`config.mk`:
```
export PLATFORM = sky130hd
export DESIGN_NAME = frame_prefetch_queue_controller_core
export DESIGN_NICKNAME = d
export VERILOG_FILES = /design/src/hdl/fpqc_pkg.sv /design/src/hdl/frame_prefetch_queue_controller_core.sv /design/src/hdl/fpqc_ram.sv /design/src/hdl/fpqc_cmp.sv
export VERILOG_INCLUDE_DIRS = /design/src /design/src/hdl
export SDC_FILE = /design/constraint.sdc
export NUM_CORES = 2
export LEC_CHECK = 0
export ABC_AREA = 1
export BUFFER_PORTS_ARGS = -buffer_cell sky130_fd_sc_hd__buf_2
export CORE_ASPECT_RATIO = 1.4
export CORE_UTILIZATION = 52
export CTS_CLUSTER_DIAMETER = 60
export DETAILED_ROUTE_END_ITERATION = 6
export PLACE_DENSITY = 0.8
export SLEW_MARGIN = 10
export SYNTH_ARGS = -nofsm -noshare
export SYNTH_HDL_FRONTEND = slang
export SYNTH_SLANG_ARGS = --single-unit
```
`constraint.sdc`:
```
create_clock -name clk -period 7.8 [get_ports clk]
set_input_delay 0.78 -clock clk [delete_from_list [all_inputs] [get_ports clk]]
set_output_delay 0.78 -clock clk [all_outputs]
set_load 0.02 [all_outputs]
```
`src/hdl/assert_macros.svh`:
```
// assertion helpers
`ifndef ASSERT_MACROS_SVH
`define ASSERT_MACROS_SVH

`define ASSERT_IMPL(label, clk, rst_n, ante, cons) \
    label: assert property (@(posedge clk) disable iff (!rst_n) (ante) |-> (cons)) \
        else $error("assertion failed");

`define ASSERT_NEXT(label, clk, rst_n, ante, cons) \
    label: assert property (@(posedge clk) disable iff (!rst_n) (ante) |=> (cons)) \
        else $error("assertion failed");

`endif

```
`src/hdl/fpqc_pkg.sv`:
```
package fpqc_pkg;

    localparam int DEFAULT_QUEUE_DEPTH = 8;
    localparam int CFG_W = 16;
    localparam int CFG_IDX_W = 1;

    localparam logic [CFG_IDX_W-1:0] CFG_FWD_THRESH = 1'd0;
    localparam logic [CFG_IDX_W-1:0] CFG_LOOP_MODE  = 1'd1;

    localparam logic [2:0] KIND_INSERT = 3'd0;
    localparam logic [2:0] KIND_LOOKUP = 3'd1;
    localparam logic [2:0] KIND_SEEK   = 3'd2;
    localparam logic [2:0] KIND_PLAY   = 3'd3;
    localparam logic [2:0] KIND_TICK   = 3'd4;
    localparam logic [2:0] KIND_EOS    = 3'd5;

    localparam logic [2:0] ST_DONE    = 3'd0;
    localparam logic [2:0] ST_HIT     = 3'd1;
    localparam logic [2:0] ST_EARLIER = 3'd2;
    localparam logic [2:0] ST_MISS    = 3'd3;
    localparam logic [2:0] ST_DROPPED = 3'd4;

    typedef struct packed {
        logic [2:0]         kind;
        logic signed [31:0] frame_number;
        logic               number_valid;
        logic [7:0]         payload_handle;
    } in_item_t;

    typedef struct packed {
        logic [2:0]         status;
        logic signed [31:0] found_frame;
        logic [7:0]         found_handle;
        logic               decode_request;
        logic               seek_request;
        logic signed [31:0] seek_frame;
        logic               rewind_request;
        logic [3:0]         entry_count;
        logic signed [31:0] oldest_frame;
        logic signed [31:0] newest_frame;
    } out_item_t;

    typedef enum logic [3:0] {
        S_IDLE,
        S_SCAN,
        S_SHIFT,
        S_TICK_NEWEST,
        S_TICK_FWD,
        S_TICK_TRIM,
        S_TICK_PACK,
        S_FIN_OLD,
        S_FIN_NEW,
        S_OUT
    } state_t;

endpackage

```
`src/hdl/frame_prefetch_queue_controller_core.sv`:
```
// Frame prefetch queue: sorted store of up to QUEUE_DEPTH frames in two small RAMs.
// One command is taken when start is high and busy is low; busy stays high until the
// result beat, marked by done for one cycle, which the receiver must take since it
// cannot stall. Insert, lookup and tick walk the store one entry per cycle with one
// shared 34-bit compare unit, so for them the count of held entries sets how long
// busy stays high; the other commands only pass the finish states. done rises in the
// same cycle that busy falls.
module frame_prefetch_queue_controller_core #(
    parameter int QUEUE_DEPTH = fpqc_pkg::DEFAULT_QUEUE_DEPTH
) (
    input  logic                      clk,
    input  logic                      rst_n,
    input  logic                      start,
    output logic                      busy,
    input  fpqc_pkg::in_item_t        cmd,
    output logic                      done,
    output fpqc_pkg::out_item_t       result,
    input  logic                      cfg_we,
    input  logic [fpqc_pkg::CFG_IDX_W-1:0] cfg_index,
    input  logic [fpqc_pkg::CFG_W-1:0]     cfg_data
);
    import fpqc_pkg::*;
`include "assert_macros.svh"

    localparam int AW = $clog2(QUEUE_DEPTH);
    localparam int HW = $clog2(QUEUE_DEPTH + 1);

    state_t state_reg, state_next;
    in_item_t item_reg, item_next;
    out_item_t res_reg, res_next;
    logic done_reg, done_next;

    logic [15:0] thresh_reg, thresh_next;
    logic loop_reg, loop_next;
    logic [HW-1:0] held_reg, held_next;
    logic signed [31:0] play_reg, play_next;
    logic signed [31:0] last_reg, last_next;
    logic hold_reg, hold_next;
    logic pend_reg, pend_next;
    logic signed [31:0] pend_frame_reg, pend_frame_next;

    logic [HW-1:0] idx_reg, idx_next;
    logic [HW-1:0] pos_reg, pos_next;
    logic [HW-1:0] drop_reg, drop_next;
    logic hit_reg, hit_next;
    logic signed [31:0] key_reg, key_next;
    logic signed [31:0] old_reg, old_next;

    logic tag_we;
    logic [AW-1:0] waddr, raddr;
    logic signed [31:0] tag_wdata, tag_rdata;
    logic [7:0] h_wdata, h_rdata;

    logic signed [33:0] ca, cb;
    logic c_lt, c_eq;

    fpqc_ram #(.WIDTH(32), .DEPTH(QUEUE_DEPTH)) u_tags (
        .clk(clk), .we(tag_we), .waddr(waddr), .wdata(tag_wdata),
        .raddr(raddr), .rdata(tag_rdata)
    );

    fpqc_ram #(.WIDTH(8), .DEPTH(QUEUE_DEPTH)) u_handles (
        .clk(clk), .we(tag_we), .waddr(waddr), .wdata(h_wdata),
        .raddr(raddr), .rdata(h_rdata)
    );

    fpqc_cmp u_cmp (.a(ca), .b(cb), .lt(c_lt), .eq(c_eq));

    assign busy   = (state_reg != S_IDLE);
    assign done   = done_reg;
    assign result = res_reg;

    always_ff @(posedge clk or negedge rst_n)
    begin
        if (!rst_n)
        begin
            state_reg      <= S_IDLE;
            done_reg       <= 1'b0;
            thresh_reg     <= 16'd16;
            loop_reg       <= 1'b0;
            held_reg       <= '0;
            play_reg       <= '0;
            last_reg       <= -32'sd1;
            hold_reg       <= 1'b0;
            pend_reg       <= 1'b0;
            pend_frame_reg <= '0;
            idx_reg        <= '0;
            pos_reg        <= '0;
            drop_reg       <= '0;
            hit_reg        <= 1'b0;
        end
        else
        begin
            state_reg      <= state_next;
            done_reg       <= done_next;
            thresh_reg     <= thresh_next;
            loop_reg       <= loop_next;
            held_reg       <= held_next;
            play_reg       <= play_next;
            last_reg       <= last_next;
            hold_reg       <= hold_next;
            pend_reg       <= pend_next;
            pend_frame_reg <= pend_frame_next;
            idx_reg        <= idx_next;
            pos_reg        <= pos_next;
            drop_reg       <= drop_next;
            hit_reg        <= hit_next;
        end
    end

    always_ff @(posedge clk)
    begin
        item_reg <= item_next;
        res_reg  <= res_next;
        key_reg  <= key_next;
        old_reg  <= old_next;
    end

    always_comb
    begin
        state_next      = state_reg;
        item_next       = item_reg;
        res_next        = res_reg;
        done_next       = 1'b0;
        thresh_next     = thresh_reg;
        loop_next       = loop_reg;
        held_next       = held_reg;
        play_next       = play_reg;
        last_next       = last_reg;
        hold_next       = hold_reg;
        pend_next       = pend_reg;
        pend_frame_next = pend_frame_reg;
        idx_next        = idx_reg;
        pos_next        = pos_reg;
        drop_next       = drop_reg;
        hit_next        = hit_reg;
        key_next        = key_reg;
        old_next        = old_reg;
        tag_we          = 1'b0;
        waddr           = idx_reg[AW-1:0];
        raddr           = idx_reg[AW-1:0];
        tag_wdata       = key_reg;
        h_wdata         = item_reg.payload_handle;
        ca              = 34'(tag_rdata);
        cb              = 34'(key_reg);

        if (cfg_we)
        begin
            if (cfg_index == CFG_FWD_THRESH)
            begin
                thresh_next = cfg_data;
            end
            else
            begin
                loop_next = cfg_data[0];
                if (cfg_data[0])
                begin
                    hold_next = 1'b0;
                end
            end
        end

        unique case (state_reg)
            S_IDLE:
            begin
                if (start)
                begin
                    item_next = cmd;
                    res_next  = '0;
                    idx_next  = '0;
                    hit_next  = 1'b0;
                    pos_next  = held_reg;
                    drop_next = '0;
                    raddr     = '0;
                    unique case (cmd.kind)
                        KIND_INSERT:
                        begin
                            key_next  = cmd.number_valid ? cmd.frame_number : last_reg + 32'sd1;
                            last_next = key_next;
                            state_next = S_SCAN;
                        end
                        KIND_LOOKUP:
                        begin
                            key_next   = cmd.frame_number;
                            play_next  = cmd.frame_number;
                            res_next.status = ST_MISS;
                            state_next = S_SCAN;
                        end
                        KIND_SEEK:
                        begin
                            pend_frame_next = cmd.frame_number;
                            pend_next  = 1'b1;
                            hold_next  = 1'b0;
                            held_next  = '0;
                            play_next  = cmd.frame_number;
                            last_next  = -32'sd1;
                            state_next = S_FIN_OLD;
                        end
                        KIND_PLAY:
                        begin
                            play_next  = cmd.frame_number;
                            state_next = S_FIN_OLD;
                        end
                        KIND_TICK:
                        begin
                            state_next = S_TICK_NEWEST;
                            if (pend_reg)
                            begin
                                pend_next = 1'b0;
                                hold_next = 1'b0;
                                res_next.seek_request = 1'b1;
                                res_next.seek_frame   = pend_frame_reg;
                                last_next = pend_frame_reg - 32'sd1;
                            end
                        end
                        KIND_EOS:
                        begin
                            if (loop_reg)
                            begin
                                res_next.rewind_request = 1'b1;
                                last_next = -32'sd1;
                            end
                            else
                            begin
                                hold_next = 1'b1;
                            end
                            state_next = S_FIN_OLD;
                        end
                        default:
                        begin
                            state_next = S_FIN_OLD;
                        end
                    endcase
                end
            end

            S_SCAN:
            begin
                // tag_rdata holds entry idx_reg
                if (idx_reg >= held_reg || hit_reg)
                begin
                    if (item_reg.kind == KIND_LOOKUP)
                    begin
                        state_next = S_FIN_OLD;
                    end
                    else if (hit_reg && pos_reg < held_reg && res_reg.status == ST_HIT)
                    begin
                        waddr     = pos_reg[AW-1:0];
                        tag_we    = 1'b1;
                        res_next.status = ST_DONE;
                        state_next = S_FIN_OLD;
                    end
                    else if (held_reg >= HW'(QUEUE_DEPTH))
                    begin
                        res_next.status = ST_DROPPED;
                        state_next = S_FIN_OLD;
                    end
                    else
                    begin
                        idx_next   = held_reg;
                        raddr      = AW'(held_reg - HW'(1));
                        state_next = S_SHIFT;
                    end
                end
                else
                begin
                    if (item_reg.kind == KIND_LOOKUP)
                    begin
                        if (c_lt || c_eq)
                        begin
                            res_next.status       = c_eq ? ST_HIT : ST_EARLIER;
                            res_next.found_frame  = tag_rdata;
                            res_next.found_handle = h_rdata;
                        end
                        idx_next = idx_reg + HW'(1);
                        raddr    = AW'(idx_reg + HW'(1));
                    end
                    else if (c_eq || !c_lt)
                    begin
                        hit_next = 1'b1;
                        pos_next = idx_reg;
                        res_next.status = c_eq ? ST_HIT : ST_DONE;
                    end
                    else
                    begin
                        idx_next = idx_reg + HW'(1);
                        raddr    = AW'(idx_reg + HW'(1));
                    end
                end
            end

            S_SHIFT:
            begin
                // idx_reg is the slot to fill, tag_rdata holds idx_reg-1
                res_next.status = ST_DONE;
                if (idx_reg == pos_reg)
                begin
                    tag_we    = 1'b1;
                    held_next = held_reg + HW'(1);
                    state_next = S_FIN_OLD;
                end
                else
                begin
                    tag_we    = 1'b1;
                    tag_wdata = tag_rdata;
                    h_wdata   = h_rdata;
                    idx_next  = idx_reg - HW'(1);
                    raddr     = AW'(idx_reg - HW'(2));
                end
            end

            S_TICK_NEWEST:
            begin
                // entry 0 on tag_rdata, backward jump check
                state_next = S_TICK_FWD;
                if (held_reg != '0)
                begin
                    ca = 34'(tag_rdata);
                    cb = 34'(play_reg) + 34'(QUEUE_DEPTH) + 34'sd1;
                    if (!c_lt)
                    begin
                        held_next = '0;
                        pend_frame_next = play_reg;
                        pend_next = 1'b1;
                        last_next = -32'sd1;
                        hold_next = 1'b0;
                        state_next = S_FIN_OLD;
                    end
                end
                else
                begin
                    ca = 34'(play_reg);
                    cb = 34'(last_reg) - 34'(QUEUE_DEPTH);
                    if (!last_reg[31] && c_lt)
                    begin
                        pend_frame_next = play_reg;
                        pend_next = 1'b1;
                        last_next = -32'sd1;
                        state_next = S_FIN_OLD;
                    end
                end
            end

            S_TICK_FWD:
            begin
                // forward jump check, fetch newest
                ca = 34'(last_reg) + 34'(thresh_reg);
                cb = 34'(play_reg);
                raddr = AW'(held_reg - HW'(1));
                state_next = S_TICK_TRIM;
                if (!last_reg[31] && c_lt)
                begin
                    held_next = '0;
                    pend_frame_next = play_reg;
                    pend_next = 1'b1;
                    last_next = -32'sd1;
                    hold_next = 1'b0;
                    state_next = S_FIN_OLD;
                end
            end

            S_TICK_TRIM:
            begin
                // newest on tag_rdata, decode decision
                ca = 34'(tag_rdata);
                cb = 34'(play_reg) + 34'(QUEUE_DEPTH);
                if (!(hold_reg && !loop_reg) && held_reg < HW'(QUEUE_DEPTH)
                    && (held_reg == '0 || tag_rdata[31] || c_lt))
                begin
                    res_next.decode_request = 1'b1;
                end
                idx_next   = '0;
                raddr      = '0;
                state_next = S_TICK_PACK;
                hit_next   = 1'b0;
            end

            S_TICK_PACK:
            begin
                // first pass counts drops, second moves entries down
                if (!hit_reg)
                begin
                    ca = 34'(tag_rdata);
                    cb = 34'(play_reg) - 34'sd2;
                    if (drop_reg < held_reg && c_lt)
                    begin
                        drop_next = drop_reg + HW'(1);
                        raddr     = AW'(drop_reg + HW'(1));
                    end
                    else if (drop_reg == '0)
                    begin
                        state_next = S_FIN_OLD;
                    end
                    else
                    begin
                        hit_next = 1'b1;
                        idx_next = '0;
                        raddr    = AW'(drop_reg);
                    end
                end
                else
                begin
                    if (idx_reg + drop_reg >= held_reg)
                    begin
                        held_next  = held_reg - drop_reg;
                        state_next = S_FIN_OLD;
                    end
                    else
                    begin
                        tag_we    = 1'b1;
                        tag_wdata = tag_rdata;
                        h_wdata   = h_rdata;
                        idx_next  = idx_reg + HW'(1);
                        raddr     = AW'(idx_reg + drop_reg + HW'(1));
                    end
                end
            end

            S_FIN_OLD:
            begin
                raddr      = '0;
                state_next = S_FIN_NEW;
            end

            S_FIN_NEW:
            begin
                old_next   = tag_rdata;
                raddr      = AW'(held_reg - HW'(1));
                state_next = S_OUT;
            end

            S_OUT:
            begin
                res_next.entry_count  = 4'(held_reg);
                res_next.oldest_frame = (held_reg == '0) ? -32'sd1 : old_reg;
                res_next.newest_frame = (held_reg == '0) ? -32'sd1 : tag_rdata;
                done_next  = 1'b1;
                state_next = S_IDLE;
            end

            default:
            begin
                state_next = S_IDLE;
            end
        endcase
    end

    `ASSERT_IMPL(a_done_idle, clk, rst_n, done, state_reg == S_IDLE)
    `ASSERT_IMPL(a_held_bound, clk, rst_n, 1'b1, held_reg <= HW'(QUEUE_DEPTH))
    `ASSERT_NEXT(a_out_leads_done, clk, rst_n, state_reg == S_OUT, done)
endmodule

```
`src/hdl/fpqc_ram.sv`:
```
module fpqc_ram #(
    parameter int WIDTH = 8,
    parameter int DEPTH = 8
) (
    input  logic                     clk,
    input  logic                     we,
    input  logic [$clog2(DEPTH)-1:0] waddr,
    input  logic [WIDTH-1:0]         wdata,
    input  logic [$clog2(DEPTH)-1:0] raddr,
    output logic [WIDTH-1:0]         rdata
);
    logic [WIDTH-1:0] mem_reg [DEPTH];

    always_ff @(posedge clk)
    begin
        if (we)
        begin
            mem_reg[waddr] <= wdata;
        end
        rdata <= mem_reg[raddr];
    end
endmodule

```
`src/hdl/fpqc_cmp.sv`:
```
module fpqc_cmp (
    input  logic signed [33:0] a,
    input  logic signed [33:0] b,
    output logic               lt,
    output logic               eq
);
    logic signed [34:0] diff;

    assign diff = 35'(a) - 35'(b);
    assign lt   = diff[34];
    assign eq   = (a == b);
endmodule
```
Word-level counts from Yosys, hierarchy flattened
Memories as Yosys holds them, arrays and structs flattened. A register that Yosys moved wholly into a read port is not among the register bits.
Index checks and enable logic that the tools add are counted.
{"block": "op_classes", "mux": 150, "n_lt_le_gt_ge": 6, "eq_ne": 53, "n_bitwise": 1, "reduce_logical": 55, "addsub": 17}
{"operator": "$mux W32", "count": 17}
{"operator": "$pmux W32 S3", "count": 2}
{"operator": "$mux W146", "count": 1}
{"operator": "$mux W4", "count": 34}
{"operator": "$pmux W34 S4", "count": 1}
{"operator": "$pmux W68 S2", "count": 1}
{"operator": "$pmux W32 S2", "count": 2}
{"operator": "$pmux W32 S4", "count": 1}
{"operator": "$mux W34", "count": 3}
{"operator": "$mux W40", "count": 2}
{"operator": "$pmux W40 S2", "count": 1}
{"operator": "$mux W3", "count": 25}
{"operator": "$pmux W34 S2", "count": 1}
{"operator": "$mux W33", "count": 2}
{"operator": "$mux W43", "count": 1}
{"operator": "$pmux W4 S5", "count": 2}
{"operator": "$ne A3 B3 Y1 const B", "count": 12}
{"operator": "$pmux W4 S9", "count": 1}
{"operator": "$sub A34 B34 Y35", "count": 1}
{"operator": "$add A34 B2 Y34 const B", "count": 1}
{"operator": "$eq A34 B34 Y1", "count": 1}
{"operator": "$ne A2 B2 Y1 const B", "count": 17}
{"operator": "$add A32 B17 Y33", "count": 1}
{"operator": "$add A32 B5 Y33 const B", "count": 1}
{"operator": "other kinds (57)", "count": 151}
{"block": "totals", "reg_bits": 358, "mem_count": 2, "ram_bits": 320, "output_inout_bits": 148, "word_cells": 312}
{"memory": "u_tags.mem_reg", "depth": 8, "word_bits": 32, "rd": 1, "rd_ports_with_merged_regs": 1, "write_ports": 1, "line_no": "fpqc_ram.sv:12", "text": "logic [WIDTH-1:0] mem_reg [DEPTH];"}
{"memory": "u_handles.mem_reg", "depth": 8, "word_bits": 8, "rd": 1, "rd_ports_with_merged_regs": 1, "write_ports": 1, "line_no": "fpqc_ram.sv:12"}

Logic depth before layout (Yosys ltp)
{"block": "logic_depth", "depth_word": 11, "ltp_mapped": 44, "depth_no_buf": 43}

By module
Synthesis repeated with hierarchy kept, for this count alone.
{"block": "unflattened", "cells_unflattened": 4919, "hier_area_um2": 40372.5}
{"mod": "frame_prefetch_queue_controller_core", "cells_per_inst": 3290, "area_per_inst_um2": 24428.4, "instances": 1, "seq_area_each_um2": 10105.9}
{"mod": "fpqc_ram (u_tags)", "cells_per_inst": 1156, "area_per_inst_um2": 11872.6, "instances": 1, "seq_area_each_um2": 8328.0}
{"mod": "fpqc_ram (u_handles)", "cells_per_inst": 303, "area_per_inst_um2": 3050.4, "instances": 1, "seq_area_each_um2": 2082.0}
{"mod": "fpqc_cmp", "cells_per_inst": 170, "area_per_inst_um2": 1021.0, "instances": 1, "seq_area_each_um2": 0.0}

Worst setup path after synthesis
OpenSTA, ideal clock, no wires.
{"block": "synth_timing", "kind": "register -> register", "startpoint": "register play_reg[3]", "endpoint": "register res_reg, in the netlist result[103] (enable)", "synth_period_minus_slack_ns": 6.851, "setup_ns": 0.487, "stages_incl_launch_ff": 36, "arrival_ns": 6.364, "path_slack_ns": 0.949, "required_ns": 7.313, "n_path_buf": 0, "cell_sequence": "dfrtp_1 ha_1 nand2_1 nor2_2 nand3_1 nor2_2 nand2_1 inv_2 nand2_1 nor2_1 nand2_1 xor2_1 nor2_1 nand2_1 nor2_1 nand3_1 nand2_1 nand2_1 nand2_1 nand3_1 nand2_1 nand2_1 ha_1 nand2_1 inv_1 nand2_1 nand2_1 a21oi_1 nand2_1 nor2_1 nand2_1 nand2_2 nand2_1 nand2_1 nor2_1 nor3_1"}
{"block": "synth_between", "elab_chain_len": 8, "word_cells_on_any_way": 13, "cone_classes": "add/sub (4); eq/ne (2); mux (5); reduce/logical (2)"}
{"element": "start: declaration", "line_no": "frame_prefetch_queue_controller_core.sv:36", "text": "logic signed [31:0] play_reg, play_next;"}
{"element": "start signal: assignment", "line_no": "frame_prefetch_queue_controller_core.sv:99", "text": "play_reg <= play_next;"}
{"element": "$add A32 B5 Y33", "line_no": "frame_prefetch_queue_controller_core.sv:319, frame_prefetch_queue_controller_core.sv:366"}
{"element": "$add A34 B2 Y34", "line_no": "frame_prefetch_queue_controller_core.sv:319", "text": "cb = 34'(play_reg) + 34'(QUEUE_DEPTH) + 34'sd1;"}
{"element": "$mux W34", "line_no": "frame_prefetch_queue_controller_core.sv:316", "text": "if (held_reg != '0)"}
{"element": "$pmux W34 S4", "line_no": "frame_prefetch_queue_controller_core.sv:163", "text": "unique case (state_reg)"}
{"element": "$sub A34 B34 Y35 or $eq A34 B34 Y1 (tied branches)", "line_no": "fpqc_cmp.sv:9, fpqc_cmp.sv:11"}
{"element": "$logic_or A1 B1 Y1 *", "line_no": "frame_prefetch_queue_controller_core.sv:269", "text": "if (c_lt || c_eq)"}
{"element": "$ne A2 B2 Y1 (no line) *"}
{"element": "$reduce_and A5 Y1 (no line) *"}
{"element": "end signal: assignment", "line_no": "frame_prefetch_queue_controller_core.sv:114", "text": "res_reg <= res_next;"}
{"element": "end: declaration", "line_no": "frame_prefetch_queue_controller_core.sv:30", "text": "out_item_t res_reg, res_next;"}
Every way passes the cells marked *; elsewhere a longest branch is shown, timed or not.
A chain may end at the register's enable or synchronous reset.

Worst setup path in the final report
{"block": "layout_timing", "startpoint": "register play_reg[3]", "endpoint": "register u_tags.rdata[22] (read register of u_tags.mem_reg)"}
{"block": "layout_between", "elab_chain_len": 11, "word_cells_on_any_way": 19, "cone_classes": "add/sub (4); eq/ne (1); mux (11); reduce/logical (3)"}
{"element": "$add A32 B5 Y33", "line_no": "frame_prefetch_queue_controller_core.sv:319, frame_prefetch_queue_controller_core.sv:366"}
{"element": "$add A34 B2 Y34", "line_no": "frame_prefetch_queue_controller_core.sv:319"}
{"element": "$mux W34", "line_no": "frame_prefetch_queue_controller_core.sv:316"}
{"element": "$pmux W34 S4", "line_no": "frame_prefetch_queue_controller_core.sv:163"}
{"element": "$sub A34 B34 Y35", "line_no": "fpqc_cmp.sv:9", "text": "assign diff = 35'(a) - 35'(b);"}
{"element": "$logic_not A1 Y1"}
{"element": "$logic_or A1 B1 Y1", "line_no": "frame_prefetch_queue_controller_core.sv:278", "text": "else if (c_eq || !c_lt)"}
{"element": "$mux W3", "line_no": "frame_prefetch_queue_controller_core.sv:278"}
{"element": "$mux W3", "line_no": "frame_prefetch_queue_controller_core.sv:267", "text": "if (item_reg.kind == KIND_LOOKUP)"}
{"element": "$mux W3", "line_no": "frame_prefetch_queue_controller_core.sv:240", "text": "if (idx_reg >= held_reg || hit_reg)"}
{"element": "$pmux W3 S6 *", "line_no": "frame_prefetch_queue_controller_core.sv:163"}
{"element": "end: declaration", "line_no": "fpqc_ram.sv:10", "text": "output logic [WIDTH-1:0] rdata"}
Marks and branches as above.

==> summary.md <==
| Metric | Value |
|---|---|
| First-pass GRT wire length | 211000 µm |
| Met1 Track Usage GR | 43.0% |
| Multi-input gate area | 16400 µm² |
| Final TNS setup | 0 ns |
| Number of synthesized flops with an enable pin | 541 |
| CTS Hold Bufs | 0 |
| Critical path's slowest cell | dfrtp_1 |
| Initial core utilization | 52.9% |
| Die width | ~240 µm |
| RD Place Congestion | 1.06 |
| Tmin final | a little over 7 ns |
| PostCTS Resize Cnt | 0 |
| CTS tree | yes |
| Post-route DRC | 0 |
| Synth Instances | 4898 |
| Die Ht | 333 µm |
| Pre-antenna DRT Iters | 7 |
| Port bufs | about 210 |
| Syn nets | 5055 |
| H-Tree Depth | 3 |
| Grt ovf | 0 |
| Fin util | slightly below 60% |
| Num CTS Buffers | 74 |
| Startpoint Class | flip-flop |
| Top-count cell post-synth | nand2_1 |
| Synth top area cells | edfxtp_1, nand2_1, dfrtp_1 |
| Worst-Skew Late Latency | 0.66 ns |
| Core Footprint | 76900 µm² |
| Layout Skew | 0.0377 ns |
| WHS | 0.173 ns |
| RSZ-0062 raised after global routing | no |
| Worst slew pin tran | 1.26 ns |
| Count of state elements after synthesis | 718 |
| Initial DRC Count | between 4000 and 5000 |
| Share of the synthesized area in the top cell type | about two fifths |
| Critical path class | reg -> reg |
| Total wire length | ~140000 µm |
| Vias in the first global route | 35100 |
| Grt met3 use | 6.08% |
| Met2 Use GR | 57.6% |
| Synth cell types | 68 |
| Layout Nets | slightly above 5000 |
| Post-synth top area cell | edfxtp_1 |
| Final setup fails | 0 |
| Routed Antenna Nets | 0 |
| Total GRT Usage | 35.3% |
| Antenna violations before repair | 1 |
| Required @ worst endpoint | 8.33 ns |
| Most used DFF post-synth | edfxtp_1 |
| Clock transition at the registers of the reported paths | 0.07 ns |
| Seq/Total Area, Yosys | 50.5% |
| Period Utilization, post-route | 90.3% |
| Status | complete, no violations |
| Critical path data arrival time | approximately 7.6 ns |
| CP Capture Type | flip-flop |
| Mapped Area | 40700 µm² |
| Via count | 36700 |
| Area Overhead vs Synth | 11.0% |
| Final HPWL DP | 97300 µm |
| # clock sinks | 718 |
| Via/cell ratio | 6.03 |
| Max-Cap Viols | 0 |
| Slew margin rel. | 15.5% |
| Crit path max fanout | 138 |
| Worst-case clock buffer depth | 3 |
| Sequential Area | 20500 µm² |
| Fin. max-slew vios | 0 |
| Fill count | 6805 |
| Layout cell share with drive strength beyond 1 | 10.7% |
| Die area | 79300 µm² |
| Largest register FFs | ~260 |
| Fraction of registers with async set/reset | 19.1% |
| Top Usage Layer GRT | met2 |
| Root buffer cell | clkbuf_16 |
| Hold Crit Class | in -> async |
| Ys Warns | 0 |
| Fmax | 142 MHz |
| Avg Cell Area, Syn | 8.30 µm² |
| Crit-path max cell delay | 0.51 ns |
| Row cnt | 120 |
| Ports | 213 |
| Most frequent cells after synthesis | nand2_1, inv_1, nor2_1 |
| Final Hold Fails | 0 |
| WL/cell | 23.2 µm |
| Post-CTS repair timing setup buffer count | 0 |
| CP dominant cell by count | nand2_1 |
| Largest net degree at the start of global routing | about 160 |
==> stage by stage <==
step	std cells	setup slack [ns]	instance area (µm²)
CTS	6085	0.975	45100
detailed placement	5948	1.11	42600
finish	6086	0.759	45100
global placement	5948	1.16	42600
global route	6085	0.483	45100
floorplan	4898	0.949	40700
==> cell type report <==
type | instances | share of cell area [%]
clock buffers | 93 | 4.46
flip-flops and latches | 718 | 45.5
clock inverters | 44 | 1.14
repair buffers | 278 | 3.66
diodes | 1 | 0.00555
multi-input cells | 3193 | 36.4
inverters | 722 | 6.01
well taps | 1037 | 2.88
==> cells by family after synthesis <==
logic type	share of synthesized area (%)
AOI/OAI and AO/OA	11.5
xor gates and xnor gates	1.57
adders and majority gates	2.89
buffers and inverters	9.49
DFF	50.5
muxes	0.551
and+or+nand+nor	23.5
==> worst max-delay path: cells and delay by family, from the launching register on <==
family          cells  cell delay [ns]
compound gates      5             0.98
simple gates       26             3.95
fa+ha+maj           2             0.55
buf+inv             4             0.75
flops               1             0.51
==> placed cells by master (no fill, tap or decap), types with 7 or more instances in the layout <==
cell	instances
nor4_1	14
o31ai_1	9
dfxtp_1	40
buf_12	7
buf_4	59
nand3_1	324
buf_2	211
inv_2	32
dfrtp_1	104
a221oi_1	17
xnor2_1	10
nor2_1	539
a311oi_1	31
clkbuf_1	11
clkbuf_8	7
nand4_1	213
ha_1	89
o21ai_1	14
o2111ai_1	10
o221ai_1	20
mux2_2	19
dfstp_2	33
a22oi_1	12
nor2_2	17
or2_2	9
a21oi_1	202
inv_1	679
nor2_4	13
clkinv_2	12
xor2_1	63
o21ai_0	334
a31oi_1	46
nand2_1	963
clkbuf_16	75
clkinv_1	20
nor3_1	94
o22ai_1	13
a211oi_1	9
edfxtp_1	541
o211ai_1	51
==> routing by layer <==
metal,up-vias,wire (µm),share of wire [%]
met3,531,13900,9.9
met2,2368,66300,47
met5,-,0,0
li1,16700,-,-
met4,0,10200,7.2
met1,17100,50800,36
==> path summary, 6_finish.rpt <==
path,slack [ns],to,from,cells after the start
worst max-delay path,0.76,u_tags.rdata[22],play_reg[3],37
worst min-delay path,0.17,play_reg[0],rst_n,1
worst max register to register,0.76,u_tags.rdata[22],play_reg[3],37
worst min register to register,0.45,old_reg[1],u_tags.rdata[1],0
max in group asynchronous,6.13,play_reg[27],rst_n,2
min in group clk,0.30,item_reg[0],cmd[0],1
Power is left out: the tool's default activity adds up to more than one toggle a clock period on the data nets, which glitch-free logic cannot reach.
